`config.mk`:
```
export PLATFORM = sky130hd
export DESIGN_NAME = dld_cfg
export DESIGN_NICKNAME = d
export VERILOG_FILES = /design/src/sv/dld_pkg.sv /design/src/sv/dld_cfg.sv
export SDC_FILE = /design/constraint.sdc
export NUM_CORES = 1
export LEC_CHECK = 0
export ABC_CLOCK_PERIOD_IN_PS = 1000
export BUFFER_PORTS_ARGS = -buffer_cell sky130_fd_sc_hd__buf_2
export CAP_MARGIN = 0
export CORE_MARGIN = 2
export CORE_UTILIZATION = 30
export DETAILED_ROUTE_END_ITERATION = 6
export GPL_TIMING_DRIVEN = 1
export PLACE_DENSITY = 0.75
export SKIP_LAST_GASP = 1
export SLEW_MARGIN = 20
export SYNTH_ARGS = -nofsm -noshare
export SYNTH_HDL_FRONTEND = slang
export SYNTH_SLANG_ARGS = --single-unit
```
`constraint.sdc`:
```
create_clock -name clk -period 1 [get_ports clk]
set_clock_uncertainty 0.2 [all_clocks]
set_input_delay 0.15 -clock clk [delete_from_list [all_inputs] [get_ports clk]]
set_output_delay 0.15 -clock clk [all_outputs]
set_load 0.01 [all_outputs]
```
`src/sv/dld_pkg.sv`:
```
// Shared types and codes for the deadlock detection block.
// Used by dld_cfg, dld_seq and the deadlock_detection top level; no dependencies.
package dld_pkg;

    // Item modes carried on the input tuser field.
    localparam logic [1:0] MODE_ALLOC = 2'd0;
    localparam logic [1:0] MODE_REQ   = 2'd1;
    localparam logic [1:0] MODE_AVAIL = 2'd2;
    localparam logic [1:0] MODE_RUN   = 2'd3;

    // Result kinds.
    localparam logic KIND_FINISH  = 1'b0;
    localparam logic KIND_VERDICT = 1'b1;

    // Register indexes, taken from paddr[2].
    localparam logic REG_PROCESS_COUNT  = 1'b0;
    localparam logic REG_RESOURCE_COUNT = 1'b1;

    // Reset value of both count registers.
    localparam logic [4:0] COUNT_REG_RESET = 5'd16;

    // One input transaction.
    typedef struct packed {
        logic [1:0]  mode;
        logic [3:0]  process_index;
        logic [3:0]  resource_index;
        logic [15:0] count_value;
    } item_t;

    // One result transaction.
    typedef struct packed {
        logic       kind;
        logic [3:0] process_id;
        logic       deadlocked;
        logic       last;
    } result_t;

    // Configuration register contents.
    typedef struct packed {
        logic [4:0] process_count;
        logic [4:0] resource_count;
    } cfg_t;

endpackage

```
`src/sv/dld_cfg.sv`:
```
// APB-style register file holding the process and resource count registers.
// Depends on dld_pkg for the register indexes and the cfg_t type.
module dld_cfg (
    input  logic          clk,
    input  logic          rst_n,
    input  logic          psel,
    input  logic          penable,
    input  logic          pwrite,
    input  logic [2:0]    paddr,
    input  logic [31:0]   pwdata,
    output logic [31:0]   prdata,
    output logic          pready,
    output dld_pkg::cfg_t cfg
);

    logic [4:0] pc_reg;
    logic [4:0] rc_reg;
    logic       wr_en;

    assign pready = 1'b1;
    assign wr_en  = psel && penable && pwrite;

    // Register writes at the access cycle of a write transaction.
    always_ff @(posedge clk or negedge rst_n)
    begin
        if (!rst_n)
        begin
            pc_reg <= dld_pkg::COUNT_REG_RESET;
            rc_reg <= dld_pkg::COUNT_REG_RESET;
        end
        else if (wr_en)
        begin
            unique case (paddr[2])
                dld_pkg::REG_PROCESS_COUNT:  pc_reg <= pwdata[4:0];
                dld_pkg::REG_RESOURCE_COUNT: rc_reg <= pwdata[4:0];
                default:                     pc_reg <= pc_reg;
            endcase
        end
    end

    // Read data.
    always_comb
    begin
        unique case (paddr[2])
            dld_pkg::REG_PROCESS_COUNT:  prdata = {27'd0, pc_reg};
            dld_pkg::REG_RESOURCE_COUNT: prdata = {27'd0, rc_reg};
            default:                     prdata = 32'd0;
        endcase
    end

    assign cfg.process_count  = pc_reg;
    assign cfg.resource_count = rc_reg;

endmodule

```
# --- After elaboration in Yosys (flattened, before gate mapping) ---
# Cells that the tools add are included.
word_totals:
  input_bits: 40
  register_bits: 10
  out_inout_bits: 43
  elab_cells: 8
classes:
  bitwise_logic: 1
  n_reduce_logical: 4
  muxes: 1
op_table:
  columns: ["cell", "count"]
  rows:
  - ["$pmux W32 S2", 1]
  - ["$reduce_and A2 Y1", 2]
  - ["$logic_and A1 B1 Y1", 2]
  - ["$not A1 Y1", 1]

# --- Logic depth before layout (Yosys ltp) ---
# Gate-level depths: netlist of the first run.
depth:
  ltp_word: 3
  ltp_mapped: 3
  ltp_nobuf: 2

# --- Worst setup path before layout of the first run ---
# Ideal clock, no wire load.
synth_timing:
  kind: "register to output"
  startpoint: "register pc_reg[4]"
  endpoint: "output prdata[4]"
  stages_incl_launch_ff: 2
  n_path_buf: 0
  arrival_ns: 0.713
  slack_ns: -0.063
  required_time_ns: 0.650
  path_cell_list: "dfstp_2 mux2_2"
synth_via:
  elab_chain_cells: 1
synth_lines:
  columns: ["item", "line", "source"]
  rows:
  - ["start, declared", "dld_cfg.sv:16", "logic [4:0] pc_reg;"]
  - ["start signal, assigned", "dld_cfg.sv:28", "pc_reg <= dld_pkg::COUNT_REG_RESET;"]
  - ["start signal, assigned", "dld_cfg.sv:34", "dld_pkg::REG_PROCESS_COUNT: pc_reg <= pwdata[4:0];"]
  - ["start signal, assigned", "dld_cfg.sv:36", "default: pc_reg <= pc_reg;"]
  - ["$pmux W32 S2", "dld_cfg.sv:44", "unique case (paddr[2])"]
  - ["end, declared", "dld_cfg.sv:11", "output logic [31:0] prdata,"]
# No other way between the ends. The select of a mux whose other input is x is not followed.

# --- Worst setup path in the final report of the first run ---
layout_timing:
  startpoint: "register pc_reg[0]"
  endpoint: "output prdata[0]"
# The elaborated chain is that of the path after synthesis.

==> results.toml, run 1 <==
[worst_hold_path]
worstHoldEndpoint = "pc_reg[1]"
whs_path_depth = 2
hp-class = "input pin to flip-flop"
hold_start = "pwdata[1]"

[clocking]
clk_pin_slew_ns = 0.07
cts_root_buf = "clkbuf_4"
clockBufferDepth = 2
cts_sinks = 10
htree_num_levels = 1
worstSkewPairLatency_ns = 0.26
cts_buffers = 3
hold_buffers = 1
cts_tree = "yes"

[global_route]
antenna_found_initial = 0
grt_pass1_wl_mm = 1.863
gr-usage-all-layers_pct = 9.836
grt_max_degree = 11
grt.overflow.total = 0
grt_pass1_vias = 426

[yosys]
syn_area_per_cell_sq_um = 11.84
synthAdderAreaFrac_pct = 0
syn_inst = 58
synthSimpleGateAreaFrac_pct = 5.282
yosys_warnings = 0
synth_top_area_share_pct = 30.60
synthMuxAreaShare_pct = 24.59
yosys-top-cells-area = "buf_4, dfrtp_1, mux2_2, dfstp_2, nand4b_4"
synth.distinct_cells = 8
synth-seq-area-share_pct = 36.79
synth_top_area_cell = "buf_4"
synth_xor_area_share_pct = 0
synth_seq_cells = 10
synth-compound-area-share_pct = 0
synth_top_family_by_area = "buffers and inverters"
netlist_area_sq_um = 686.9

[worst_setup_path]
r2r-start = "rc_reg[3]"
end_kind = "output pin"
cp.arrival_ns = 1.06
rrSetupSlack_ns = -0.19
crit_required_ns = 0.65
worst_r2r_endpoint = "rc_reg[3]"
critPathKind = "flip-flop to output pin"
worstPathMaxFanout = 2
worstSetupStartpointType = "flip-flop"
r2r_cells = 3

[floorplanning]
die-area_sq_um = 2688
dieWidth_um = 51.85
rows = 17
initial_core_util_pct = 31.35
core-area_sq_um = 2191
ios = 83
die_h_um = 51.85

[detailed_routing]
drt_pass1_iterations = 2
drtAntennaViolNets = 0
wl_per_cell_um = 10.60
drcViolationCount = 0
drt-total-wl_mm = 1.283
viasPerCell = 3.736
dr.first_iter.drc_count = 3
route.vias.total = 452

[power_and_ir_drop]
leakage_nw = 0.5260
power_density_nw_per_um2 = 1763
peakVddDrop_mv = 0.6608

[placed_design]
place_congestion = 0.6712
dp_hpwl_um = 996.6
place_area_sq_um = 749.5
numPortBuffers = 25

[timing]
max_freq_mhz = 707.2
worst_slack_ns = -0.4140
hold_viol = 10
min_period_ns = 1.414
finalSetupTns_ns = -5.005
fin_crit_sh_pct = 141.4
maxSlewViolCount = 0
setup_viol = 21
rsz0062_at_grt = "true"
whs_ns = -0.07049

[cells_and_area]
nNetsFinal = 134
n_antenna_cell = 0
final_area_sq_um = 957.2
syn2layout_area_growth_pct = 39.34
drive_gt1_share_pct = 59.14

[run_status]
failed_checks = "hold timing, setup timing"
outcome = "finished with violations"

[flow_run]
drv_cap = 0
timing repair:
action / CTS / global route
resized for setup: 21 / 7
setup endpoints to repair: 18 / 21
setup buffers: 4 / 3
hold endpoints to repair: 20 / 10
worst max-delay path by stage:
stage | startpoint | end | slack (ns) | cells past startpoint
after floorplan | paddr[2] | pc_reg[0] | -0.06 | 3
after global placement | paddr[2] | rc_reg[2] | -0.19 | 3
after detailed placement | paddr[2] | rc_reg[2] | -0.22 | 3
after CTS | pc_reg[3] | prdata[3] | -0.42 | 2
after global routing | pc_reg[0] | prdata[0] | -0.45 | 2
final | pc_reg[0] | prdata[0] | -0.41 | 2
layout by cell type (no fill, tap or decap):
cell type	netlist	routed
conb_1	2	28
buf_2	0	12
dfrtp_1	8	8
mux2_4	0	9
mux2_2	15	6
buf_6	1	19
clkbuf_1	0	1
dfstp_2	2	2
nand4_2	1	1
nand4b_4	1	1
buf_4	28	2
clkbuf_4	0	3
dlygate4sd3_1	0	1
per-layer routing:
layer	GRT usage (%)	part of all wire (%)
met1	10.99	38
met2	16.24	51
met3	3.448	9.7
met4	5.263	1.4
met5	0	0
cell usage after synthesis (all sizes together):
cell,instances
buf,29
conb,2
dfrtp,8
dfstp,2
mux2,15
nand4,1
nand4b,1
cell type report:
| cell class | instances | area [sq um] |
|---|---|---|
| clock buffers | 4 | 26.28 |
| fillers | 209 | 1234 |
| multi-input cells | 45 | 344.1 |
| flip-flops and latches | 10 | 252.7 |
| well taps | 28 | 35.03 |
| repair buffers | 34 | 299.0 |
cell families (layout without fill, tap and decap cells):
family | after synthesis | after routing
other cells | 2 | 28
mux | 15 | 15
flops | 10 | 10
simple gates | 2 | 2
buf+inv | 29 | 38
stage by stage:
stage	util, %	hold slack, ns	setup WS, ns	power [W]	cells
floorplan	-	-0.3456	-0.05719	0.0009194	84
global placement	34.21	-0.1864	-0.1910	0.001064	111
detailed placement	34.21	-0.1784	-0.2160	0.001079	111
CTS	41.98	-0.07549	-0.4209	0.001646	119
global route	43.69	-0.06313	-0.4485	0.001784	121
finish	43.69	-0.07049	-0.4140	0.001687	121
worst max-delay path, cell delays in order, from the launching register on:
cell and delay (ns):
dfrtp_1 0.40, mux2_4 0.28, buf_6 0.12
power by group:
| part | internal, W | leakage, nW | switching, W | total [W] |
|---|---|---|---|---|
| registers | 0.000508 | 0.117 | 0.0000658 | 0.000574 |
| logic | 0.000521 | 0.394 | 0.000303 | 0.000825 |
| clock network | 0.000154 | 0.0150 | 0.000135 | 0.000288 |
Power figures use the tool's default switching activity.
==> inputs of run 2 (changes only) <==
Settings changed: ABC_CLOCK_PERIOD_IN_PS 1000 to 1630.
Clock period 1 ns to 1.63 ns, I/O delays scaled along.
==> run 2 against run 1 <==
The run now ends clean. Total power decreased by 53%. Combinational power decreased by 67%. Non-clock buffer count decreased by 8. Hold slack improved by 0.098 ns. Highest routed layer is now met3. Sequential share of layout area increased by 6.9 points. Via count decreased by 7.7%. Worst setup slack improved by 0.54 ns. Design area decreased by 21%. Largest power group is now registers. Wire length decreased by 14%. Sequential power decreased by 40%.
==> results.toml, run 2 (same netlist as run 1, synthesis figures left out) <==
[cells_and_area]
instances_no_fill = 113
final_cell_mix = "conb_1, buf_2, mux2_2, dfrtp_1, clkbuf_4"
drive_gt1_share_pct = 55.29
mostFrequentLayoutCell = "conb_1"
n_antenna_cell = 0
nNetsFinal = 126
syn2layout_area_growth_pct = 10.56

[clocking]
cts_resized = 0
cts_root_buf = "clkbuf_4"
cts_buffers = 3
cts_tree = "yes"
worstSkewPairLatency_ns = 0.26
clk_pin_slew_ns = 0.07
cts_sinks = 10
clockBufferDepth = 2
htree_num_levels = 1

[flow_run]
drv_cap = 0

[worst_hold_path]
hold_start = "pwdata[0]"
whs_path_depth = 2
hp-class = "input pin to flip-flop"
worstHoldEndpoint = "pc_reg[0]"

[power_and_ir_drop]
peakVddDrop_mv = 0.3696
sequentialPowerShare_pct = 43.5
p_int_w = 0.0005384
combPwrFrac_pct = 34.2
power_density_nw_per_um2 = 1050
p_switching_w = 0.0002593
clkPwrFrac_pct = 22.4
p_sw_share_pct = 32.51
leakage_nw = 0.4148

[worst_setup_path]
worst_r2r_endpoint = "pc_reg[1]"
crit_required_ns = 1.19
r2r-start = "pc_reg[1]"
max_stage_delay_ns = 0.40
worstSetupStartpointType = "flip-flop"
cp_slowest_cell = "dfrtp_1"
critical_path.top_delay_family = "flip-flops"
critPathKind = "flip-flop to output pin"
end_kind = "output pin"
path_cells = "mux2_2, buf_2"
rrSetupSlack_ns = 0.65
crit_buf_inv = 1
critPathLaunch = "pc_reg[1]"
worstPathMaxFanout = 3
r2r_cells = 1
cp.arrival_ns = 1.06

[floorplanning]
dieWidth_um = 51.85
rows = 17
initial_core_util_pct = 31.35
die_h_um = 51.85
core-area_sq_um = 2191
die-area_sq_um = 2688
ios = 83

[run_status]
outcome = "finished, final reports clean"

[detailed_routing]
wl_per_cell_um = 9.743
viasPerCell = 3.690
drt-total-wl_mm = 1.101
drcViolationCount = 0
route.vias.total = 417
dr.first_iter.drc_count = 0
drtAntennaViolNets = 0
drt_pass1_iterations = 1

[global_route]
grt_pass1_wl_mm = 1.600
gr-usage-all-layers_pct = 8.237
grt_pass1_vias = 358
grt_max_degree = 11
antenna_found_initial = 0
grt.overflow.total = 0

[placed_design]
dp_hpwl_um = 911
place_congestion = 0.6371
placed_cells = 108
numPortBuffers = 25

[timing]
setup_viol = 0
finalSetupTns_ns = 0
hold_viol = 0
rsz0062_at_grt = "false"
min_period_ns = 1.504
maxSlewViolCount = 0
max_freq_mhz = 665.0
fin_crit_sh_pct = 92.25
run 2: how the worst max path moves through the flow:
stage	end	slack, ns	cells past startpoint
after floorplan	prdata[4]	0.47	1
final	prdata[1]	0.13	2
after global placement	prdata[1]	0.25	3
after global routing	prdata[1]	0.09	2
after detailed placement	prdata[3]	0.25	3
after CTS	prdata[3]	0.11	2
run 2: through the flow:
step / cell area, sq um / util [%] / hold slack [ns] / setup WS, ns / power, W
2_1_floorplan: 784.5 / - / -0.2511 / 0.4730 / 0.0005599
3_3_place_gp: 723.2 / 33.01 / -0.08866 / 0.2515 / 0.0006176
3_5_place_dp: 723.2 / 33.01 / -0.08067 / 0.2455 / 0.0006270
4_1_cts: 759.5 / 34.67 / 0.02310 / 0.1113 / 0.0008102
5_1_grt: 759.5 / 34.67 / 0.03057 / 0.08571 / 0.0008467
6_report: 759.5 / 34.67 / 0.02778 / 0.1263 / 0.0007976
run 2: repair_timing:
action / in CTS / in global routing
setup endpoints to repair: 0 / 0
hold buffers: 1 / 0
hold endpoints to repair: 10 / 0
setup buffers: 0 / 0
run 2: power groups by stage:
stage          clock (W)  combinational [W]  sequential (W)
6_report        0.000178           0.000273        0.000347
5_1_grt         0.000189           0.000302        0.000355
3_5_place_dp           0           0.000274        0.000353
2_1_floorplan          0           0.000184        0.000375
4_1_cts         0.000185           0.000277        0.000348
3_3_place_gp           0           0.000271        0.000347
run 2: routing by layer:
metal	wire [um]	GRT usage, %
met2	603	14.14
met1	392	9.302
met4	0	3.947
met3	106	2.299
met5	0	0
run 2: layout make-up:
cell class	count	area [sq um]
tap	28	35.03
clock buffer	4	26.28
fill	229	1431
timing repair buffer	26	135.1
multi-input combinational	45	310.3
sequential	10	252.7
